===== src/sv/fbr_pkg.sv =====
// ----------------------------------------------------------------------------
// fbr_pkg
// Shared types and codes for the BLE control-point fragment reassembler.
// ----------------------------------------------------------------------------
package fbr_pkg;

   // Status given on the last byte of each write
   typedef enum logic [2:0] {
      ST_NONE     = 3'd0,
      ST_MORE     = 3'd1,
      ST_DONE     = 3'd2,
      ST_SHORT    = 3'd3,
      ST_LONG     = 3'd4,
      ST_SEQ      = 3'd5,
      ST_OVERSIZE = 3'd6
   } status_type;

   // Field widths fixed by the frame format
   localparam int BYTE_W   = 8;
   localparam int OFFSET_W = 12;
   localparam int LENGTH_W = 13;
   localparam int DECL_W   = 16;

   // Bit 7 of a write's first byte marks an initial frame
   localparam int INIT_BIT = 7;

   // One result item
   typedef struct packed {
      logic                  payload_valid;
      logic [BYTE_W-1:0]     payload_byte;
      logic [OFFSET_W-1:0]   payload_offset;
      logic                  write_done;
      status_type            frame_status;
      logic [BYTE_W-1:0]     command_code;
      logic [LENGTH_W-1:0]   message_length;
   } result_type;

endpackage


===== src/sv/fbr_frag_core.sv =====
// ----------------------------------------------------------------------------
// fbr_frag_core
// Reassembly state and per-byte decode: frame header parsing, sequence
// check, payload offset counting and end-of-write status.
// ----------------------------------------------------------------------------
module fbr_frag_core #(
   parameter int MAX_MESSAGE = 4096,
   parameter int MAX_WRITE   = 256
) (
   input  logic                        clock,
   input  logic                        reset,
   input  logic                        step,
   input  logic [fbr_pkg::BYTE_W-1:0]  data_byte,
   input  logic                        write_end,
   output fbr_pkg::result_type         result
);

   localparam int BPW = $clog2(MAX_WRITE + 1);
   localparam int BRW = $clog2(MAX_MESSAGE + 1);

   // State registers
   logic [BPW-1:0]                 bp_ff, bp_in;
   logic                           init_ff, init_in;
   logic                           wf_ff, wf_in;
   fbr_pkg::status_type            fc_ff, fc_in;
   logic [fbr_pkg::BYTE_W-1:0]     cmd_ff, cmd_in;
   logic [fbr_pkg::DECL_W-1:0]     tl_ff, tl_in;
   logic [BRW-1:0]                 br_ff, br_in;
   logic [fbr_pkg::BYTE_W-1:0]     seq_ff, seq_in;
   logic                           await_ff, await_in;

   logic                           pv;
   logic [BRW-1:0]                 poff;
   fbr_pkg::status_type            st;

   // Per-byte decode
   always_comb begin
      bp_in    = bp_ff;
      init_in  = init_ff;
      wf_in    = wf_ff;
      fc_in    = fc_ff;
      cmd_in   = cmd_ff;
      tl_in    = tl_ff;
      br_in    = br_ff;
      seq_in   = seq_ff;
      await_in = await_ff;
      pv       = 1'b0;
      poff     = '0;
      st       = fbr_pkg::ST_NONE;

      if (bp_ff >= BPW'(MAX_WRITE)) begin
         // bytes past the write limit: oversize wins over other errors
         fc_in = fbr_pkg::ST_OVERSIZE;
         wf_in = 1'b1;
      end else if (bp_ff == '0) begin
         init_in = data_byte[fbr_pkg::INIT_BIT];
         if (data_byte[fbr_pkg::INIT_BIT]) begin
            cmd_in   = data_byte;
            tl_in    = '0;
            br_in    = '0;
            await_in = 1'b0;
            seq_in   = '0;
         end else if (!await_ff || data_byte != seq_ff) begin
            if (!wf_ff) fc_in = fbr_pkg::ST_SEQ;
            wf_in = 1'b1;
         end
      end else if (init_ff && bp_ff == BPW'(1)) begin
         tl_in = {data_byte, 8'h00};
      end else if (init_ff && bp_ff == BPW'(2)) begin
         tl_in = {tl_ff[fbr_pkg::DECL_W-1:fbr_pkg::BYTE_W], data_byte};
         if ({tl_ff[fbr_pkg::DECL_W-1:fbr_pkg::BYTE_W], data_byte}
               > fbr_pkg::DECL_W'(MAX_MESSAGE)) begin
            if (!wf_ff) fc_in = fbr_pkg::ST_LONG;
            wf_in = 1'b1;
         end
      end else if (!wf_ff) begin
         if (fbr_pkg::DECL_W'(br_ff) >= tl_ff) begin
            fc_in = fbr_pkg::ST_LONG;
            wf_in = 1'b1;
         end else begin
            pv    = 1'b1;
            poff  = br_ff;
            br_in = br_ff + BRW'(1);
         end
      end

      // position within the write saturates at the limit
      if (bp_ff < BPW'(MAX_WRITE)) bp_in = bp_ff + BPW'(1);

      // end of write: status and reassembly bookkeeping
      if (write_end) begin
         if (wf_in) begin
            st = fc_in;
         end else if (init_in && bp_ff < BPW'(2)) begin
            st = fbr_pkg::ST_SHORT;
         end else if (fbr_pkg::DECL_W'(br_in) == tl_in) begin
            st = fbr_pkg::ST_DONE;
         end else begin
            st = fbr_pkg::ST_MORE;
         end
         if (st == fbr_pkg::ST_MORE) begin
            seq_in   = init_in ? '0 : seq_in + 8'd1;
            await_in = 1'b1;
         end else begin
            await_in = 1'b0;
            br_in    = '0;
            seq_in   = '0;
         end
         bp_in   = '0;
         wf_in   = 1'b0;
         fc_in   = fbr_pkg::ST_NONE;
         init_in = 1'b0;
      end
   end

   // Result item
   always_comb begin
      result.payload_valid  = pv;
      result.payload_byte   = pv ? data_byte : '0;
      result.payload_offset = fbr_pkg::OFFSET_W'(poff);
      result.write_done     = write_end;
      result.frame_status   = st;
      result.command_code   = cmd_in;
      result.message_length = fbr_pkg::LENGTH_W'(tl_in);
   end

   // State update, one byte per step
   always_ff @(posedge clock) begin
      if (reset) begin
         bp_ff    <= '0;
         init_ff  <= 1'b0;
         wf_ff    <= 1'b0;
         fc_ff    <= fbr_pkg::ST_NONE;
         cmd_ff   <= '0;
         tl_ff    <= '0;
         br_ff    <= '0;
         seq_ff   <= '0;
         await_ff <= 1'b0;
      end else if (step) begin
         bp_ff    <= bp_in;
         init_ff  <= init_in;
         wf_ff    <= wf_in;
         fc_ff    <= fc_in;
         cmd_ff   <= cmd_in;
         tl_ff    <= tl_in;
         br_ff    <= br_in;
         seq_ff   <= seq_in;
         await_ff <= await_in;
      end
   end

   // Checks
   a_pos_bound: assert property (@(posedge clock) disable iff (reset)
      bp_ff <= BPW'(MAX_WRITE))
      else $error("write position beyond limit");

   // between writes, an awaited continuation means the message is not full
   a_await_short: assert property (@(posedge clock) disable iff (reset)
      await_ff && bp_ff == '0 |-> fbr_pkg::DECL_W'(br_ff) < tl_ff)
      else $error("continuation awaited with message already full");

   a_seq_idle: assert property (@(posedge clock) disable iff (reset)
      !await_ff |-> seq_ff == '0)
      else $error("sequence not cleared while idle");

   a_fail_code: assert property (@(posedge clock) disable iff (reset)
      wf_ff |-> fc_ff != fbr_pkg::ST_NONE)
      else $error("failed write without error code");

   a_count: assert property (@(posedge clock) disable iff (reset)
      step && pv && !write_end |=> br_ff == $past(br_ff) + BRW'(1))
      else $error("payload counter did not advance");

endmodule


===== src/sv/fido_ble_fragment_reassembler.sv =====
// ----------------------------------------------------------------------------
// fido_ble_fragment_reassembler
// FIDO BLE control-point write reassembler: one byte per item in, one
// result item out with payload byte, offset and end-of-write status.
// ----------------------------------------------------------------------------
// Pipeline: an accepted item is held in the input register, then decoded
//   into the result register, which drives rsp_tvalid.
// Throughput: one item per cycle while rsp_tready stays high; a stalled
//   result holds the input register, so at most one more item is taken.
// Reset: synchronous; clears both valid flags and all reassembly state.
// ----------------------------------------------------------------------------
module fido_ble_fragment_reassembler #(
   parameter int MAX_MESSAGE = 4096,
   parameter int MAX_WRITE   = 256
) (
   input  logic        clock,
   input  logic        reset,
   // input channel
   input  logic        req_tvalid,
   output logic        req_tready,
   input  logic [7:0]  req_tdata,   // [7:0] data_byte
   input  logic        req_tlast,   // write_end
   // result channel
   output logic        rsp_tvalid,
   input  logic        rsp_tready,
   output logic [47:0] rsp_tdata,   // [7:0] payload_byte, [19:8] payload_offset,
                                    // [27:20] command_code, [40:28] message_length,
                                    // [47:41] zero
   output logic [3:0]  rsp_tuser,   // [0] payload_valid, [3:1] frame_status
   output logic        rsp_tlast    // write_done
);

   // Input register
   logic                        s1_valid_ff;
   logic [fbr_pkg::BYTE_W-1:0]  s1_data_ff;
   logic                        s1_last_ff;

   // Result register
   logic                        out_valid_ff;
   fbr_pkg::result_type         out_ff;

   fbr_pkg::result_type         result;
   logic                        advance;

   assign advance    = s1_valid_ff && (!out_valid_ff || rsp_tready);
   assign req_tready = !s1_valid_ff || advance;

   // Input stage
   always_ff @(posedge clock) begin
      if (reset) begin
         s1_valid_ff <= 1'b0;
      end else if (req_tready) begin
         s1_valid_ff <= req_tvalid;
      end
      if (req_tready && req_tvalid) begin
         s1_data_ff <= req_tdata;
         s1_last_ff <= req_tlast;
      end
   end

   fbr_frag_core #(
      .MAX_MESSAGE (MAX_MESSAGE),
      .MAX_WRITE   (MAX_WRITE)
   ) u_core (
      .clock     (clock),
      .reset     (reset),
      .step      (advance),
      .data_byte (s1_data_ff),
      .write_end (s1_last_ff),
      .result    (result)
   );

   // Result stage
   always_ff @(posedge clock) begin
      if (reset) begin
         out_valid_ff <= 1'b0;
      end else if (advance) begin
         out_valid_ff <= 1'b1;
      end else if (rsp_tready) begin
         out_valid_ff <= 1'b0;
      end
      if (advance) out_ff <= result;
   end

   assign rsp_tvalid = out_valid_ff;
   assign rsp_tdata  = {7'b0, out_ff.message_length, out_ff.command_code,
                        out_ff.payload_offset, out_ff.payload_byte};
   assign rsp_tuser  = {out_ff.frame_status, out_ff.payload_valid};
   assign rsp_tlast  = out_ff.write_done;

endmodule

===== config.mk =====
export PLATFORM = sky130hd
export DESIGN_NAME = fido_ble_fragment_reassembler
export DESIGN_NICKNAME = d
export VERILOG_FILES = /design/src/sv/fbr_pkg.sv /design/src/sv/fbr_frag_core.sv /design/src/sv/fido_ble_fragment_reassembler.sv
export SDC_FILE = /design/constraint.sdc
export NUM_CORES = 1
export LEC_CHECK = 0
export BUFFER_PORTS_ARGS = -buffer_cell sky130_fd_sc_hd__buf_2
export CAP_MARGIN = 20
export CORE_UTILIZATION = 35
export DETAILED_ROUTE_END_ITERATION = 16
export GPL_TIMING_DRIVEN = 0
export REMOVE_ABC_BUFFERS = 1
export SYNTH_ARGS = -nofsm -noshare
export SYNTH_HDL_FRONTEND = slang
export SYNTH_HIERARCHICAL = 1
export SYNTH_SLANG_ARGS = --single-unit

===== constraint.sdc =====
create_clock -name clock -period 6.2 [get_ports clock]
set_clock_uncertainty 0.15 [all_clocks]
set_input_delay 1.24 -clock clock [delete_from_list [all_inputs] [get_ports clock]]
set_output_delay 1.24 -clock clock [all_outputs]
set_load 0.01 [all_outputs]

== Word level (Yosys, flattened, before mapping) ==
Index checks and enable logic that the tools add are counted.
Storage, ports and cells
  register bits after elaboration: 117
  bits in latches: 0
  memory bits (writable): 0
  memory bits (read-only): 0
  input bits: 13
  output and inout bits: 55
  memories kept: 0
Operators by class
  $add $sub $neg: 3
  multiply operators: 0
  div/mod/pow operators: 0
  $lt $le $gt $ge: 5
  equality and inequality tests: 6
  shift-type cells: 0
  mux-type cells: 67
  bitwise operators: 0
  reduce and logical (&&, ||, !) cells: 19
Operator list (number)
  13-bit two-way mux: 9
  8-bit two-way mux: 10
  16-bit two-way mux: 4
  3-bit two-way mux: 15
  1-bit two-way mux: 26
  9-bit two-way mux: 2
  13-bit by 16-bit == test with 1-bit output: 1
  13-bit by 16-bit >= comparator with 1-bit output: 1
  16-bit by 13-bit greater-than comparator with 1-bit output (second input constant): 1
  13-bit by 1-bit adder with 13-bit output (second input constant): 1
  9-bit by 1-bit adder with 9-bit output (second input constant): 1
  9-bit by 1-bit == test with 1-bit output (second input constant): 1
  9-bit by 2-bit == test with 1-bit output (second input constant): 1
  9-bit >= comparator (second input constant): 1
  9-bit zero test: 1
  9-bit by 2-bit less-than comparator with 1-bit output (second input constant): 1
  9-bit less-than comparator (second input constant): 1
  8-bit by 1-bit adder with 8-bit output (second input constant): 1
  8-bit != test: 1
  2-bit nonzero test: 4
  6-bit OR reduction: 1
  1-bit logical AND: 5
  4-bit AND reduction: 1
  3-bit by 1-bit == test with 1-bit output (second input constant): 1
  other kinds (5): 9

== Depth between registers and ports, before layout ==
Gate-level depths: netlist (run 1).
  depth after elaboration: 15
  depth in mapped cells: 17

== Modules after synthesis ==
The synthesis (run 1) kept the hierarchy.
By module, submodules not included
  fbr_frag_core: instances 1, cells an instance 671, area an instance 4865.9 µm²
  fido_ble_fragment_reassembler: instances 1, cells an instance 73, area an instance 1811.7 µm²

== Worst setup path after synthesis (run 1) ==
OpenSTA, ideal clock, no wires.
  path kind: flip-flop to flip-flop
  start point: register u_core.br_ff[0]
  end point: register u_core.br_ff[2]
  arrival: 3.397 ns
  setup slack: 2.536 ns
  stages on the path, launching flop included: 17
  path buffers: 0
  period minus slack after synthesis: 3.664 ns
  path through: dfxtp_1 inv_1 ha_1 and3_1 o21ai_0 a311oi_1 nor3_1 ha_1 nand4_1 o211ai_1 xor2_1 nand4_1 nor4_2 and4_4 and2_4 o21ai_2 a32o_1
On the way
  word-level cells in the longest chain between the ends: 15
  elaborated cells between the ends (all ways): 29
  classes of those cells: add/sub (1); order compare (1); eq/ne (2); mux (25)
RTL lines
  start, declared: line fbr_frag_core.sv:28  | logic [BRW-1:0] br_ff, br_in;
  start signal, assigned: line fbr_frag_core.sv:146  | br_ff <= br_in;
  13-bit by 1-bit adder with 13-bit output / 13-bit by 16-bit >= comparator with 1-bit output (equally long branches): line fbr_frag_core.sv:83, fbr_frag_core.sv:77
  13-bit two-way mux: line fbr_frag_core.sv:77  | if (fbr_pkg::DECL_W'(br_ff) >= tl_ff) begin
  13-bit two-way mux: line fbr_frag_core.sv:76  | end else if (!wf_ff) begin
  13-bit two-way mux: line fbr_frag_core.sv:69  | end else if (init_ff && bp_ff == BPW'(2)) begin
  13-bit two-way mux: line fbr_frag_core.sv:67  | end else if (init_ff && bp_ff == BPW'(1)) begin
  13-bit two-way mux: line fbr_frag_core.sv:55  | end else if (bp_ff == '0) begin
  13-bit two-way mux: line fbr_frag_core.sv:51  | if (bp_ff >= BPW'(MAX_WRITE)) begin
  13-bit by 16-bit == test with 1-bit output: line fbr_frag_core.sv:96  | end else if (fbr_pkg::DECL_W'(br_in) == tl_in) begin
  2-bit two-way mux: line fbr_frag_core.sv:96
  3-bit two-way mux: line fbr_frag_core.sv:94  | end else if (init_in && bp_ff < BPW'(2)) begin
  3-bit two-way mux: line fbr_frag_core.sv:92  | if (wf_in) begin
  3-bit two-way mux: line fbr_frag_core.sv:91  | if (write_end) begin
  3-bit by 1-bit == test with 1-bit output: line fbr_frag_core.sv:101  | if (st == fbr_pkg::ST_MORE) begin
  13-bit two-way mux: line fbr_frag_core.sv:101
  13-bit two-way mux (*): line fbr_frag_core.sv:91
Mark *: on every way between the ends. The rest lies on a longest branch, timed or not. The select of a mux whose other input is x is not followed.
A chain may end at the register's enable or synchronous reset.

== Final worst setup path (run 1) ==
  start point: register u_core.bp_ff[1]
  end point: register u_core.br_ff[5]
On the way
  word-level cells in the longest chain between the ends: 14
  elaborated cells between the ends (all ways): 34
  classes of those cells: order compare (2); eq/ne (4); mux (24); reduce/logical (4)
RTL lines
  start, declared: line fbr_frag_core.sv:22  | logic [BPW-1:0] bp_ff, bp_in;
  start signal, assigned: line fbr_frag_core.sv:140  | bp_ff <= bp_in;
  9-bit by 2-bit == test with 1-bit output: line fbr_frag_core.sv:69
  1-bit logical AND: line fbr_frag_core.sv:69
  13-bit two-way mux / 8-bit two-way mux (equally long branches): line fbr_frag_core.sv:69
  13-bit two-way mux / 16-bit two-way mux (equally long branches): line fbr_frag_core.sv:67
  13-bit two-way mux / 16-bit two-way mux (equally long branches): line fbr_frag_core.sv:55
  13-bit two-way mux / 16-bit two-way mux (equally long branches): line fbr_frag_core.sv:51
  13-bit by 16-bit == test with 1-bit output: line fbr_frag_core.sv:96
  2-bit two-way mux: line fbr_frag_core.sv:96
  3-bit two-way mux: line fbr_frag_core.sv:94
  3-bit two-way mux: line fbr_frag_core.sv:92
  3-bit two-way mux: line fbr_frag_core.sv:91
  3-bit by 1-bit == test with 1-bit output: line fbr_frag_core.sv:101
  13-bit two-way mux: line fbr_frag_core.sv:101
  13-bit two-way mux (*): line fbr_frag_core.sv:91
Marked as above.

==> flow_summary_export.csv, run 1 <==
group,metric,value,unit
outcome,status,"finished clean",
clock_tree,ctsHoldBuffers,0,
placement,dp_cells,987,
drt,ant_nets,0,
critical_path,critPathLaunch,"u_core/bp_ff[1]$_SDFFE_PP0P_",
synthesis,yosysTopAreaCell,"edfxtp_1",
die,ios,68,
finish,num_antenna_cells,0,
timing,hold_viol_final,0,
synthesis,synth_top_cell_area_share,24.7,%
critical_path,cp.depth,13,
finish,area_growth,14.9,%
critical_path,ff2ff_path_depth,13,
critical_path,crit_buf_inv,1,
die,die_x,140,um
critical_path,setup.worst_path.end,"u_core/br_ff[5]$_SDFFE_PP0P_",
drt,drtIter0Drc,578,
pwr,p_leak,0.00302,uW
timing,slew_headroom,33.3,%
placement,place.gp.congestion,0.867,
critical_path,crit_chain,"inv_1 > ha_1 > or4b_2 > o21ai_2 > mux2i_1 > and3b_1 > o211a_1 > o211ai_1 > nor4_2 > nand4_1 > o21ai_2 > o32ai_1 > o2bb2ai_1",
critical_path,critPathKind,"flop to flop",
timing,maxSlewViolCount,0,
critical_path,cpMostUsedCell,"o21ai_2",
clock_tree,cts_root_buffer,"clkbuf_16",
timing,whs,311,ps
run,cap_violations,0,
synthesis,syn_area_per_cell,8.98,um^2
drt,drtPass1Iterations,5,
synthesis,synth_cells,744,
critical_path,rrSetupSlack,1490,ps
timing,fin_crit_sh,75.9,%
drt,viasPerCell,5.70,
pwr,ir_worst_vdd,0.000174,V
critical_path,reg2reg_to,"u_core/br_ff[5]$_SDFFE_PP0P_",
clock_tree,cts.sinks,117,
clock_tree,cts-htree-levels,4,
synthesis,netlist_area,0.00668,mm^2
global_routing,antenna_found_initial,0,
synthesis,ys.flop_type,"dfxtp_1",
synthesis,synth_enable_flop_cells,55,
hold_path,worstHoldPathType,"flop to flop",
finish,multiInputGateArea,0.00334,mm^2
timing,setup_viol,0,
synthesis,synth-seq-area-share,43.3,%
clock_tree,cts_resized,0,
die,die-height,140,um
finish,area.sequential,0.00289,mm^2
finish,fin_util,41.0,%
finish,drive_gt1_share,15.4,%
critical_path,reg2reg_from,"u_core/bp_ff[1]$_SDFFE_PP0P_",
finish,layout_commonest_cell,"nor2_1",
clock_tree,cts_buffers,17,
placement,hpwl,12.6,mm
die,core,0.0187,mm^2
drt,vias,5819,
timing,worst_pin_slew,1000,ps
finish,num-fill-cells,1885,
timing,rsz0062_at_grt,"false",
synthesis,synth-seq-cells,117,
global_routing,grtUsageTotal,19.7,%
die,die_area,0.0196,mm^2
finish,fin_nets,806,
synthesis,synthDistinctLibCells,77,
timing,fmax,213,MHz
critical_path,start_kind,"flop",
timing,tns,0,ps
critical_path,crit_arrival,4840,ps
global_routing,grt_max_degree,67,
placement,place_area,0.00705,mm^2
critical_path,end_kind,"flop",
critical_path,critical_path_required,6340,ps
global_routing,grt_pass1_vias,5315,
clock_tree,clock_latency,420,ps
clock_tree,cts_tree,"built",
drt,wl_per_cell,18.4,um
synthesis,ys_top_cells_by_area,"edfxtp_1 25%, dfxtp_1 19%, nor2_1 4.4%, nand2_1 3.9%, ha_1 3.7%",
timing,min_period,4710,ps
critical_path,max_stage_delay,760,ps
placement,portBuffers,60,
clock_tree,post_cts_buffers,0,
pwr,pwr_density_cell,283,mW/mm^2
drt,wl,18.7,mm
synthesis,async_reset_ff_share,0,%
clock_tree,clk_path_buf_depth,2,
global_routing,grt_pass1_wl,29.6,mm
die,initial_core_util,35.7,%
synthesis,yosys_warnings,6,
clock_tree,path_clk_slew,50,ps
critical_path,critPathSlowestCell,"o21ai_2",
drt,drc,0,
finish,design_area,0.00767,mm^2
finish,stdcell_count,1020,
critical_path,crit_family,"compound AO/OA/AOI/OAI gates",
critical_path,path_max_fanout,18,
finish,layout_common_cells,"78 x nor2_1, 70 x nand2_1, 62 x dfxtp_1, 60 x buf_2, 55 x edfxtp_1",
die,std_cell_rows,50,
global_routing,grt_overflow,0,
[state kept, by name, summed over array words and instances (netlist names)]
| signal | flops |
|---|---|
| rsp_tdata | 41 |
| rsp_tlast | 1 |
| rsp_tuser | 4 |
| rsp_tvalid | 1 |
| s1_data_ff | 8 |
| s1_last_ff | 1 |
| s1_valid_ff | 1 |
| u_core/await_ff | 1 |
| u_core/bp_ff | 9 |
| u_core/br_ff | 13 |
| u_core/cmd_ff | 8 |
| u_core/fc_ff | 3 |
| u_core/init_ff | 1 |
| u_core/seq_ff | 8 |
| u_core/tl_ff | 16 |
| u_core/wf_ff | 1 |
[cell families (layout without fill, tap and decap cells)]
family,count (synthesis),count (layout),share of synthesized area (%)
and+or+nand+nor,301,301,23.2
AOI/OAI and AO/OA,169,169,18.2
DFF,117,117,43.3
buffers and inverters,104,140,7.16
xor gates and xnor gates,23,23,3.02
adders and majority gates,20,20,3.75
muxes,9,9,1.37
other,1,7,0.0562
[synth_stat cells (5+ instances only)]
cell      number
a211oi_1       9
a21o_1         5
a21oi_1       28
a22oi_1       14
a311oi_1       6
a31oi_1        8
a32o_1         6
and2_1        10
and3_1        24
buf_4         22
clkbuf_1      33
dfxtp_1       62
edfxtp_1      55
ha_1          20
inv_1         43
mux2i_1        8
nand2_1       70
nand3_1       24
nand4_1       18
nor2_1        79
nor2b_1        5
nor3_1        27
nor4_1         6
o211ai_1      11
o21ai_0       25
or4_1          6
xnor2_1       15
xor2_1         8
[worst min-delay path by stage]
stage | from | to | slack (ps) | cells past startpoint
finish | u_core/cmd_ff[7]$_SDFFE_PP0P_ | u_core/cmd_ff[7]$_SDFFE_PP0P_ | 310 | 2
global placement | u_core/cmd_ff[7]$_SDFFE_PP0P_ | u_core/cmd_ff[7]$_SDFFE_PP0P_ | 290 | 2
global route | u_core/cmd_ff[5]$_SDFFE_PP0P_ | u_core/cmd_ff[5]$_SDFFE_PP0P_ | 350 | 2
floorplan | u_core/cmd_ff[7]$_SDFFE_PP0P_ | u_core/cmd_ff[7]$_SDFFE_PP0P_ | 280 | 2
detailed placement | u_core/cmd_ff[7]$_SDFFE_PP0P_ | u_core/cmd_ff[7]$_SDFFE_PP0P_ | 300 | 2
CTS | u_core/cmd_ff[7]$_SDFFE_PP0P_ | u_core/cmd_ff[7]$_SDFFE_PP0P_ | 320 | 2
[final cells by class]
class	instances	share of cell area, %
multi-input cells	529	43.5
flip-flops and latches	117	37.7
clock buffers	17	5.54
repair buffers	65	5.02
well taps	234	3.81
clock inverters	15	2.35
inverters	43	2.10
[per-stage QoR]
stage / setup WS [ps] / power, uW
after floorplan: 1860 / 1070
after global placement: 445 / 1170
after detailed placement: 1550 / 1180
after CTS: 1510 / 2190
after global routing: 1150 / 2260
final: 1490 / 2170
[tightest hold or removal path: cells and delay by family, from the launching register on]
family           cells  cell delay [ps]
flip-flops           1              320
AO/OA/AOI/OAI        1               40
AND/OR/NAND/NOR      1               70
[report_power, final]
group	switching, uW	internal, uW	total [uW]
clock network	376	632	1010
logic	194	95.9	290
registers	28.7	848	876
total	598	1580	2170
[layer usage]
metal  wire (um)  vias up  track usage (%)
met2        8670      208             31.4
met5           0        -                0
met3        1160       29             4.68
li1            -     2786                -
met4         421        0             7.58
met1        8460     2796             25.6
No activity file was read; power rests on OpenSTA's default activity.
==> run 2, diff against run 1 <==
Clock period 6.2 ns to 4.4 ns, I/O delays scaled along.
==> flow_summary_export.csv, run 2 (synthesized netlist as in run 1, its figures left out) <==
group,metric,value,unit
pwr,ir_worst_vdd,0.000255,V
placement,place.gp.congestion,0.867,
drt,wl_per_cell,18.6,um
placement,portBuffers,60,
drt,routed.top_layer,"met4",
clock_tree,clock_latency,430,ps
global_routing,grt_overflow,0,
drt,met3WireLength,1.27,mm
timing,maxSlewViolCount,0,
drt,wl_met1,8.48,mm
clock_tree,cts-htree-levels,4,
drt,drtPass1Iterations,5,
critical_path,path_max_fanout,11,
hold_path,hold_start,"u_core/fc_ff[2]$_SDFFE_PP0P_",
global_routing,grt_pass1_vias,5330,
finish,largest_reg_flops,41,
timing,fin_crit_sh,97.5,%
placement,hpwl,12.6,mm
critical_path,start_kind,"flop",
timing,worst_pin_slew,987,ps
timing,setup_viol,0,
die,ios,68,
die,die_area,0.0196,mm^2
die,die_x,140,um
drt,drtIter0Drc,646,
timing,tns,0,ps
drt,wl,19.1,mm
clock_tree,cts_tree,"built",
critical_path,reg2reg_from,"u_core/br_ff[1]$_SDFFE_PP0P_",
critical_path,end_kind,"flop",
die,core,0.0187,mm^2
timing,whs,314,ps
global_routing,grtUsageTotal,19.9,%
pwr,pwr_density_cell,397,mW/mm^2
global_routing,antenna_found_initial,0,
clock_tree,ctsHoldBuffers,0,
global_routing,grt_max_degree,67,
drt,vias,5834,
outcome,status,"finished clean",
finish,area_growth,17.2,%
timing,min_period,4290,ps
drt,ant_nets,0,
clock_tree,path_clk_slew,60,ps
critical_path,critPathKind,"flop to flop",
finish,num_antenna_cells,0,
timing,fmax,233,MHz
run,cap_violations,0,
critical_path,critPathLaunch,"u_core/br_ff[1]$_SDFFE_PP0P_",
critical_path,crit_arrival,4500,ps
finish,fin_nets,812,
critical_path,rrSetupSlack,110,ps
clock_tree,cts_root_buffer,"clkbuf_16",
critical_path,critical_path_required,4610,ps
die,die-height,140,um
clock_tree,cts_buffers,17,
finish,layout_commonest_cell,"nor2_1",
finish,drive_gt1_share,17.7,%
die,std_cell_rows,50,
die,initial_core_util,35.7,%
drt,viasPerCell,5.69,
timing,hold_viol_final,0,
drt,drc,0,
pwr,p_leak,0.00309,uW
drt,met2WireLength,9.00,mm
timing,slew_headroom,34.2,%
hold_path,worstHoldPathType,"flop to flop",
global_routing,grt_pass1_wl,29.7,mm
clock_tree,cts.sinks,117,
finish,layout_common_cells,"77 x nor2_1, 70 x nand2_1, 61 x dfxtp_1, 60 x buf_2, 55 x edfxtp_1",
clock_tree,clk_path_buf_depth,2,
run 2: metal layers:
| layer | vias up | track usage (%) |
|---|---|---|
| li1 | 2787 | - |
| met1 | 2798 | 25.9 |
| met2 | 216 | 31.9 |
| met3 | 33 | 4.99 |
| met4 | 0 | 6.77 |
| met5 | - | 0 |
run 2: final cells by class:
type	count	area [um^2]
clock buffers	17	425
clock inverters	15	180
fillers	1873	10900
inverters	43	161
multi-input cells	529	3440
flip-flops and latches	117	2890
well taps	234	293
repair buffers	71	435
run 2: worst paths after layout:
kind | endpoint | cells past startpoint
max | u_core/br_ff[7]$_SDFFE_PP0P_ | 13
min | u_core/fc_ff[2]$_SDFFE_PP0P_ | 2
max reg2reg | u_core/br_ff[7]$_SDFFE_PP0P_ | 13
min reg2reg | u_core/fc_ff[2]$_SDFFE_PP0P_ | 2
run 2: metrics by stage:
step	total power [uW]	util [%]	cells	setup slack, ps	area (um^2)
finish	3100	41.9	1026	108	7830
global route	3220	41.9	1026	-7.88	7830
CTS	3100	41.3	1023	40.6	7720
detailed placement	1660	37.7	987	-249	7050
global placement	1650	37.3	983	-1360	6980
floorplan	1500	-	689	417	6380
run 2: critical path, cell delays in order, from the launching register on:
cell	delay, ps
dfxtp_1	550
ha_1	320
nor2b_1	130
o211ai_1	320
a311oi_4	190
buf_4	190
nor4_2	480
a21oi_1	80
nor3_1	500
a31oi_1	180
and3_1	300
and2_4	180
o21ai_2	420
a32o_1	250
run 2: repair_timing:
| item | 4_1_cts | 5_1_grt |
|---|---|---|
| pin swaps | 2 | 2 |
| cloned | 0 | 0 |
| setup endpoints to repair | 21 | 23 |
| gates resized for setup | 5 | 15 |
| buffers inserted | 4 | 3 |
run 2: report_power, final:
group	switching [uW]	leakage [uW]	internal [uW]	total (uW)
sequential	40.7	0.00103	1190	1230
clock	535	0.000278	891	1430
combinational	290	0.00178	153	443
==> run 3, diff against run 2 <==
Settings changed: RECOVER_POWER set to 100.
==> flow_summary_export.csv, run 3 (synthesized netlist as in run 1, its figures left out) <==
group,metric,value,unit
outcome,status,"finished clean",
clock_tree,cts_tree,"built",
timing,setup_viol,0,
critical_path,path_max_fanout,11,
clock_tree,cts_buffers,17,
finish,stdcell_count,1026,
drt,wl_per_cell,18.7,um
die,die_x,140,um
finish,num_antenna_cells,0,
pwr,pwr_density_cell,400,mW/mm^2
placement,portBuffers,60,
pwr,ir_worst_vdd,0.000257,V
critical_path,end_kind,"flop",
clock_tree,clk_path_buf_depth,2,
placement,place_area,0.00705,mm^2
critical_path,crit_arrival,4480,ps
clock_tree,cts_root_buffer,"clkbuf_16",
finish,fin_nets,812,
placement,place.gp.congestion,0.867,
drt,ant_nets,0,
drt,drtIter0Drc,577,
hold_path,worstHoldPathType,"flop to flop",
clock_tree,path_clk_slew,60,ps
clock_tree,cts-htree-levels,4,
timing,hold_viol_final,0,
global_routing,grtUsageTotal,19.9,%
timing,fin_crit_sh,97.0,%
global_routing,grt_overflow,0,
finish,design_area,0.00775,mm^2
finish,layout_commonest_cell,"nor2_1",
drt,viasPerCell,5.71,
die,std_cell_rows,50,
die,die_area,0.0196,mm^2
clock_tree,cts.sinks,117,
drt,drc,0,
finish,drive_gt1_share,11.1,%
critical_path,crit_family,"simple AND/OR/NAND/NOR gates",
finish,area.sequential,0.00289,mm^2
placement,hpwl,12.6,mm
die,core,0.0187,mm^2
placement,dp_cells,987,
critical_path,start_kind,"flop",
die,ios,68,
timing,maxSlewViolCount,0,
finish,area_growth,16.0,%
finish,multiInputGateArea,0.00342,mm^2
critical_path,critical_path_required,4620,ps
global_routing,grt_pass1_vias,5330,
critical_path,crit_chain,"ha_1 > nor2b_1 > o211ai_1 > a311oi_4 > clkbuf_1 > nor4_2 > a21oi_1 > nor3_1 > a31oi_1 > and3_1 > and2_4 > o21ai_2 > a32o_1",
drt,vias,5861,
die,die-height,140,um
global_routing,grt_max_degree,67,
pwr,p_leak,0.00292,uW
run,cap_violations,0,
global_routing,antenna_found_initial,0,
critical_path,critPathKind,"flop to flop",
timing,fmax,234,MHz
clock_tree,clock_latency,430,ps
timing,tns,0,ps
finish,num-fill-cells,1882,
die,initial_core_util,35.7,%
finish,fin_util,41.4,%
drt,drtPass1Iterations,5,
finish,layout_common_cells,"77 x nor2_1, 71 x nand2_1, 61 x dfxtp_1, 55 x edfxtp_1, 49 x clkbuf_1",
critical_path,critPathSlowestCell,"dfxtp_1",
critical_path,max_stage_delay,550,ps
timing,worst_pin_slew,1240,ps
global_routing,grt_pass1_wl,29.7,mm
timing,min_period,4270,ps
critical_path,crit_buf_inv,1,
timing,slew_headroom,16.3,%
finish,largest_reg_flops,41,
drt,wl,19.2,mm
-- run 3: cell count changes in the layout (fill, tap and decap cells not counted), sizes merged --
| cell | delta |
|---|---|
| buf | -49 |
| clkbuf | +49 |
-- run 3: path summary, 6_finish.rpt --
| check | cells past startpoint | to | start | slack (ps) |
|---|---|---|---|---|
| min | 2 | u_core/fc_ff[2]$_SDFFE_PP0P_ | u_core/fc_ff[2]$_SDFFE_PP0P_ | 310 |
| max | 13 | u_core/br_ff[7]$_SDFFE_PP0P_ | u_core/br_ff[1]$_SDFFE_PP0P_ | 130 |
| max reg2reg | 13 | u_core/br_ff[7]$_SDFFE_PP0P_ | u_core/br_ff[1]$_SDFFE_PP0P_ | 130 |
| min reg2reg | 2 | u_core/fc_ff[2]$_SDFFE_PP0P_ | u_core/fc_ff[2]$_SDFFE_PP0P_ | 310 |
-- run 3: metrics by stage --
stage / hold WS, ps / total power, uW / setup slack [ps]
2_1_floorplan: 278 / 1500 / 417
5_1_grt: 344 / 3210 / -7.87
4_1_cts: 315 / 3100 / 40.6
3_3_place_gp: 290 / 1650 / -1360
3_5_place_dp: 299 / 1660 / -249
6_report: 313 / 3100 / 132
-- run 3: layout make-up --
class / count / area share (%)
inverters: 43 / 2.08
clock buffers: 17 / 5.49
multi-input cells: 529 / 44.2
well taps: 234 / 3.78
clock inverters: 15 / 2.33
flip-flops and latches: 117 / 37.4
repair buffers: 71 / 4.80
-- run 3: where the power goes --
group	internal, uW	switching, uW	total, uW
Clock	890	537	1430
Combinational	145	291	436
Sequential	1190	40.8	1240
-- run 3: repair_timing --
action	in CTS	in global routing
setup buffers	4	3
hold buffers	0	0
pin swaps	2	2
setup endpoints to repair	21	23
resized for setup	5	15
-- run 3: metal layers --
metal	up-vias	share of wire [%]	track usage (%)
li1	2784	-	-
met1	2816	44	25.9
met2	224	47	31.9
met3	37	7.0	4.99
met4	0	2.0	6.77
met5	-	0	0
-- run 3: worst min-delay path: cells and delay by family (launching register included) --
family | cells | cell delay, ps
AO/OA/AOI/OAI | 1 | 50
buffers and inverters | 1 | 50
flip-flops | 1 | 320
